<file path="src/fftm_pkg.sv">
package fftm_pkg;

    localparam int LOG2_POINTS_DEF = 7;
    localparam int SAMPLE_BITS_DEF = 12;
    localparam int SAMPLE_W = 12;
    localparam int PAIR_W = 6;
    localparam int MAG_W = 19;
    localparam int TW_W = 18;
    localparam longint unsigned PI_Q30 = 64'd3373259425;
    localparam longint unsigned ONE_Q30 = 64'd1 << 30;
    localparam int unsigned MAG_MAX = 524287;

    // controller states
    typedef enum logic [7:0] {
        ST_FILL  = 8'b0000_0001,
        ST_REV   = 8'b0000_0010,
        ST_RD_A  = 8'b0000_0100,
        ST_RD_B  = 8'b0000_1000,
        ST_MUL   = 8'b0001_0000,
        ST_WR    = 8'b0010_0000,
        ST_MAG   = 8'b0100_0000,
        ST_OUT   = 8'b1000_0000
    } state_t;

    // commands from controller to datapath
    typedef struct packed {
        logic        load_sample;
        logic        rev_copy;
        logic        rd_a;
        logic        rd_b;
        logic        mul;
        logic        wr_bfly;
        logic        mag_start;
        logic        mag_sel_odd;
    } cmd_t;

    // status from datapath
    typedef struct packed {
        logic mag_done;
    } stat_t;

    function automatic longint unsigned mul_q30(longint unsigned a, longint unsigned b);
        return (a * b) >> 30;
    endfunction

    // shift and subtract quotient, used only while building the twiddle table
    function automatic longint unsigned div_u64(longint unsigned num, longint unsigned den);
        longint unsigned quo, rem;
        quo = 0;
        rem = 0;
        for (int b = 63; b >= 0; b--)
        begin
            rem = (rem << 1) | ((num >> b) & 64'd1);
            quo = quo << 1;
            if (rem >= den)
            begin
                rem = rem - den;
                quo = quo | 64'd1;
            end
        end
        return quo;
    endfunction

    function automatic longint unsigned sin_q30(longint unsigned x);
        longint unsigned x2, term, sum;
        x2 = mul_q30(x, x);
        term = x;
        sum = x;
        for (int k = 1; k <= 6; k++)
        begin
            term = div_u64(mul_q30(term, x2), longint'((2 * k) * (2 * k + 1)));
            if ((k & 1) == 1) sum = sum - term;
            else sum = sum + term;
        end
        return sum;
    endfunction

    function automatic longint unsigned cos_q30(longint unsigned x);
        longint unsigned x2, term, sum;
        x2 = mul_q30(x, x);
        term = ONE_Q30;
        sum = ONE_Q30;
        for (int k = 1; k <= 6; k++)
        begin
            term = div_u64(mul_q30(term, x2), longint'((2 * k - 1) * (2 * k)));
            if ((k & 1) == 1) sum = sum - term;
            else sum = sum + term;
        end
        return sum;
    endfunction

    function automatic int q30_to_q15(longint unsigned v);
        return int'((v + 64'd16384) >> 15);
    endfunction

    // twiddle for index p, returned as {cos, sin}, each TW_W bits signed
    function automatic logic [2*TW_W-1:0] twiddle(int p, int lg);
        int n, q, e, r, a, cv, sv, c, s, oc, os;
        longint unsigned x;
        n = 1 << lg;
        q = n >> 2;
        e = n >> 3;
        r = (p >= q) ? p - q : p;
        a = (r > e) ? q - r : r;
        x = (64'd2 * PI_Q30 * longint'(a) + longint'(n >> 1)) >> lg;
        cv = q30_to_q15(cos_q30(x));
        sv = q30_to_q15(sin_q30(x));
        if (r > e) begin
            c = sv;
            s = cv;
        end else begin
            c = cv;
            s = sv;
        end
        if (p >= q) begin
            oc = -s;
            os = c;
        end else begin
            oc = c;
            os = s;
        end
        return {TW_W'(oc), TW_W'(os)};
    endfunction

endpackage

</file>
<file path="src/fftm_ctrl.sv">
module fftm_ctrl
    import fftm_pkg::*;
#(
    parameter int LOG2_POINTS = LOG2_POINTS_DEF
) (
    input  logic                   clk,
    input  logic                   rst_n,
    input  logic                   in_fire,
    input  logic                   out_fire,
    input  stat_t                  stat,
    output cmd_t                   cmd,
    output logic [LOG2_POINTS-1:0] addr_a,
    output logic [LOG2_POINTS-1:0] addr_b,
    output logic [LOG2_POINTS-2:0] tw_idx,
    output logic                   in_ready,
    output logic                   out_load,
    output logic                   out_valid_set
);

    localparam int AW = LOG2_POINTS;
    localparam int SW = $clog2(LOG2_POINTS + 1);

    state_t         state_reg, state_next;
    logic [AW-1:0]  cnt_reg, cnt_next;
    logic [AW-2:0]  bf_reg, bf_next;
    logic [SW-1:0]  stg_reg, stg_next;
    logic           odd_reg, odd_next;
    logic           wsec_reg, wsec_next;
    logic [AW-1:0]  span;
    logic [AW-1:0]  j_lo, hi_part, k_idx;
    logic [AW-1:0]  lowmask;

    // butterfly index -> addresses: k = (bf high bits << stg+1) | (bf low bits)
    assign span    = AW'(1) << stg_reg;
    assign lowmask = span - AW'(1);
    assign j_lo    = AW'(bf_reg) & lowmask;
    assign hi_part = (AW'(bf_reg) & ~lowmask) << 1;
    assign k_idx   = hi_part | j_lo;
    assign tw_idx  = (AW-1)'(j_lo << (AW - 1 - stg_reg));

    always_comb
    begin
        state_next = state_reg;
        cnt_next   = cnt_reg;
        bf_next    = bf_reg;
        stg_next   = stg_reg;
        odd_next   = odd_reg;
        wsec_next  = wsec_reg;
        cmd        = '0;
        addr_a     = cnt_reg;
        addr_b     = k_idx | span;
        in_ready   = 1'b0;
        out_load   = 1'b0;
        out_valid_set = 1'b0;
        case (state_reg)
            ST_FILL:
            begin
                in_ready = 1'b1;
                cmd.load_sample = in_fire;
                if (in_fire)
                begin
                    cnt_next = cnt_reg + 1'b1;
                    if (cnt_reg == '1)
                    begin
                        state_next = ST_REV;
                        odd_next   = 1'b0;
                    end
                end
            end
            ST_REV:
            begin
                // odd_reg marks the trailing write cycle
                cmd.rev_copy = 1'b1;
                cnt_next = cnt_reg + 1'b1;
                if (odd_reg)
                begin
                    state_next = ST_RD_A;
                    cnt_next   = '0;
                    bf_next    = '0;
                    stg_next   = '0;
                    odd_next   = 1'b0;
                end
                else if (cnt_reg == '1)
                begin
                    odd_next = 1'b1;
                end
            end
            ST_RD_A:
            begin
                cmd.rd_a = 1'b1;
                addr_a = k_idx;
                state_next = ST_RD_B;
            end
            ST_RD_B:
            begin
                cmd.rd_b = 1'b1;
                state_next = ST_MUL;
            end
            ST_MUL:
            begin
                cmd.mul = 1'b1;
                wsec_next = 1'b0;
                state_next = ST_WR;
            end
            ST_WR:
            begin
                // first cycle registers products, low then high half written
                addr_a = k_idx;
                if (!wsec_reg)
                begin
                    wsec_next = 1'b1;
                end
                else if (odd_reg)
                begin
                    cmd.wr_bfly = 1'b1;
                    wsec_next = 1'b0;
                    odd_next = 1'b0;
                    bf_next = bf_reg + 1'b1;
                    state_next = ST_RD_A;
                    if (bf_reg == '1)
                    begin
                        stg_next = stg_reg + 1'b1;
                        if (stg_reg == SW'(LOG2_POINTS - 1))
                        begin
                            state_next = ST_MAG;
                            cnt_next = '0;
                        end
                    end
                end
                else
                begin
                    cmd.wr_bfly = 1'b1;
                    odd_next = 1'b1;
                end
            end
            ST_MAG:
            begin
                cmd.mag_start = 1'b1;
                state_next = ST_OUT;
                odd_next = 1'b0;
            end
            ST_OUT:
            begin
                addr_a = cnt_reg;
                if (stat.mag_done)
                begin
                    if (!cnt_reg[0])
                    begin
                        cnt_next = cnt_reg + 1'b1;
                        state_next = ST_MAG;
                        out_load = 1'b1;
                    end
                    else
                    begin
                        cmd.mag_sel_odd = 1'b1;
                        out_valid_set = 1'b1;
                        odd_next = 1'b1;
                    end
                end
                else if (odd_reg && out_fire)
                begin
                    odd_next = 1'b0;
                    cnt_next = cnt_reg + 1'b1;
                    state_next = (cnt_reg == '1) ? ST_FILL : ST_MAG;
                end
            end
            default:
            begin
                state_next = ST_FILL;
            end
        endcase
    end

    always_ff @(posedge clk or negedge rst_n)
    begin
        if (!rst_n)
        begin
            state_reg <= ST_FILL;
            cnt_reg   <= '0;
            bf_reg    <= '0;
            stg_reg   <= '0;
            odd_reg   <= 1'b0;
            wsec_reg  <= 1'b0;
        end
        else
        begin
            state_reg <= state_next;
            cnt_reg   <= cnt_next;
            bf_reg    <= bf_next;
            stg_reg   <= stg_next;
            odd_reg   <= odd_next;
            wsec_reg  <= wsec_next;
        end
    end

endmodule

</file>
<file path="config.mk">
export PLATFORM = sky130hd
export DESIGN_NAME = fftm_ctrl
export DESIGN_NICKNAME = d
export VERILOG_FILES = /design/src/fftm_pkg.sv /design/src/fftm_ctrl.sv
export SDC_FILE = /design/constraint.sdc
export NUM_CORES = 1
export LEC_CHECK = 0
export ABC_AREA = 1
export BUFFER_PORTS_ARGS = -buffer_cell sky130_fd_sc_hd__buf_2
export CAP_MARGIN = 20
export CORE_AREA = 5 5 73 75
export CTS_CLUSTER_DIAMETER = 120
export DETAILED_ROUTE_END_ITERATION = 10
export DIE_AREA = 0 0 78 80
export PLACE_DENSITY = 0.83
export REMOVE_ABC_BUFFERS = 1
export SLEW_MARGIN = 20
export SYNTH_ARGS = -nofsm -noshare
export SYNTH_HDL_FRONTEND = slang
export SYNTH_SLANG_ARGS = --single-unit
</file>
<file path="constraint.sdc">
create_clock -name clk -period 2.7 [get_ports clk]
set_input_delay 0.54 -clock clk [delete_from_list [all_inputs] [get_ports clk]]
set_output_delay 0.54 -clock clk [all_outputs]
set_load 0.01 [all_outputs]
</file>
==> impl_metrics.tcl <==
set metrics [dict create \
    largest_reg_flops 8 \
    worst_pin_slew_ps 610 \
    core-area_um2 4600 \
    hold_path.class "primary input to async pin" \
    gp_congestion 0.915 \
    n_antenna_cell 0 \
    synth_top_area_cell "dfrtp_1" \
    vias_per_cell 5.59 \
    clkTransAtPathRegs_ps 100 \
    port_buffers 35 \
    clock_latency_ps 280 \
    rsz0062_at_grt "true" \
    drt_pass1_iterations 7 \
    cp.buffers_inverters 4 \
    critPathArrivalTime_ps 2110 \
    ant_nets 0 \
    synth_edf_count 0 \
    reg2reg_depth 11 \
    ys.flop_type "dfrtp_1" \
    grt_pass1_vias 2471 \
    max-cap-violations 0 \
    worstSetupStartpointType "flip-flop" \
    clock-sinks 26 \
    antenna_found_initial 0 \
    grt-ovfl-total 0 \
    setup_viol 0 \
    power.share.combinational_pct 24.8 \
    switchingPower_mw 0.344 \
    yosysWarnings 0 \
    io_pins 36 \
    hold_violations 0 \
    async_flop_share_pct 100 \
    synth_cell_types 39 \
    postRouteWirelength_um 6530 \
    critPathMaxStageDelay_ps 420 \
    num_vias 2652 \
    synth_cells 375 \
    peakVddDrop_v 0.000322 \
    synth.yosys.seq_area_share_pct 26.7 \
    clock_path_buffers 2 \
    fin_skew_ps 6.52 \
    power_frac_seq_pct 44.2 \
    period_needed_ps 2650 \
    p_int_mw 0.718 \
    worst_path_dominant_cell_family "flip-flops" \
    ys_top_cells_by_area "dfrtp_1, nand2_1, nand3_1" \
    rows 25 \
    syn_area_per_cell_um2 6.51 \
    syn_to_final_growth_pct 18.7 \
    grt_max_degree 27 \
    drt_iter0_drc 219 \
    fp.dieH_um 80 \
    crit_type "flip-flop to output pin" \
    clock-root-buffer "clkbuf_8" \
    worstPathMaxFanout 7 \
    p_leak_nw 1.61 \
    p_per_area_nw_per_um2 367 \
    die_w_um 78 \
    swShare_pct 32.4 \
    r2r_slack_ps 750 \
    setup_ws_ps 54.6 \
    status "complete, no violations" \
    netlist_area_um2 2440 \
    r2r-end "state_reg[1]" \
    wl_per_cell_um 13.8 \
    cts_hold_buffers 0 \
    grt_pass1_wl_um 10700 \
    worstSetupStartpoint "stg_reg[1]" \
    drcViolationCount 0 \
    reg2reg_from "state_reg[0]" \
    drive_gt1_share_pct 26.0 \
    fin_crit_sh_pct 98.0 \
    track_usage_pct 20.6 \
    crit_slowest_cell "dfrtp_1" \
    hpwl_um 4800 \
    ys_seq_elements 26 \
    final_net_count 437 \
    start_util_pct 53.1 \
    maxSlewHeadroom_pct 59.3 \
    dieArea_um2 6240 \
    fmax_ghz 0.378 \
    cts_max_level 1 \
    crit_required_ps 2160 \
    synth_top_area_share_pct 25.6 \
    tritoncts "done" \
    post-place-ws_ps 195 \
    whs_ps 259 \
    report.final.slew_viol_count 0 \
    crit_chain "inv_2 -> ha_4 -> nand2_4 -> ha_4 -> inv_1 -> nand2_1 -> nand2_2 -> inv_1 -> o21ai_0 -> nand2_1 -> o21ai_1 -> buf_2" \
    end_kind "output pin" \
    pwr-share-clk_pct 31.1 \
    cts-buffers-inserted 3 \
]
-- cell usage after synthesis (4+ instances only) --
| cell | n |
|---|---|
| o21ai_1 | 8 |
| a21oi_1 | 4 |
| nand4_1 | 9 |
| o21ai_0 | 16 |
| nand2_2 | 4 |
| inv_1 | 51 |
| dfrtp_1 | 25 |
| buf_4 | 4 |
| nand3_1 | 43 |
| xor2_1 | 6 |
| ha_1 | 11 |
| nor2_4 | 7 |
| nand2_1 | 112 |
| o31ai_1 | 4 |
| inv_2 | 12 |
| nor2_1 | 28 |
-- worst max-delay path by stage --
stage          depth (start not counted)         to  slack, ps
6_report                              12  addr_a[3]         50
3_5_place_dp                          15  tw_idx[5]        200
3_3_place_gp                          15  tw_idx[5]        250
2_1_floorplan                         14  tw_idx[5]        120
4_1_cts                               11  tw_idx[5]          2
5_1_grt                               12  tw_idx[5]        -90
-- repair_timing --
item | 4_1_cts | 5_1_grt
gates cloned | 0 | 0
gates resized for setup | 9 | 22
setup endpoints to repair | 6 | 12
buffers inserted | 2 | 6
pin swaps | 2 | 6
-- cells in the final DEF, fill, tap and decap left out, drive strengths merged --
cell type	count
dfstp	1
buf	47
clkinvlp	1
a21oi	4
nand3	45
or2	2
mux2i	1
a31oi	1
o211ai	2
ha	11
inv	64
nand2	118
nor2	39
o21ai	25
o31ai	4
o22ai	2
a22oi	2
xor2	6
nor3	3
nand4	11
bufinv	1
a31o	1
xnor2	1
dfrtp	25
clkbuf	3
-- cells by family after synthesis --
logic type	after synthesis	share of synthesized area [%]
simple gates	218	43.1
flops	26	26.7
fa+ha+maj	11	5.64
xor+xnor	7	2.51
mux	1	0.410
compound gates	41	9.69
buf+inv	71	12.0
-- through the flow --
stage	instances	cell area, µm²	power (mW)	TNS, ps	util [%]
3_3_place_gp	462	2670	0.720	0	58.0
5_1_grt	474	2900	1.12	-381	63.0
6_report	474	2900	1.06	0	63.0
4_1_cts	468	2780	1.07	0	60.5
2_1_floorplan	369	2390	0.636	0	-
3_5_place_dp	462	2670	0.729	0	58.0
-- power groups by stage --
stage          combinational (mW)  sequential, mW  clock, mW
6_report                    0.263           0.469      0.330
5_1_grt                     0.297           0.475      0.349
4_1_cts                     0.262           0.469      0.337
3_5_place_dp                0.255           0.474          0
3_3_place_gp                0.249           0.470          0
2_1_floorplan               0.177           0.459          0
-- metal layers --
layer	track usage (%)	vias up	wire, µm
met2	36.5	108	3380
met4	8.45	0	103
met3	3.39	12	379
li1	-	1287	-
met5	0	-	0
met1	24.5	1245	2670
-- final cells by class --
cell class / count / area [µm²]
clock buffers: 3 / 41.3
clock inverters: 1 / 30.0
fillers: 397 / 1700
inverters: 65 / 253
multi-input cells: 278 / 1580
flip-flops and latches: 26 / 652
well taps: 54 / 67.6
repair buffers: 47 / 269
Power figures use the tool's default switching activity.
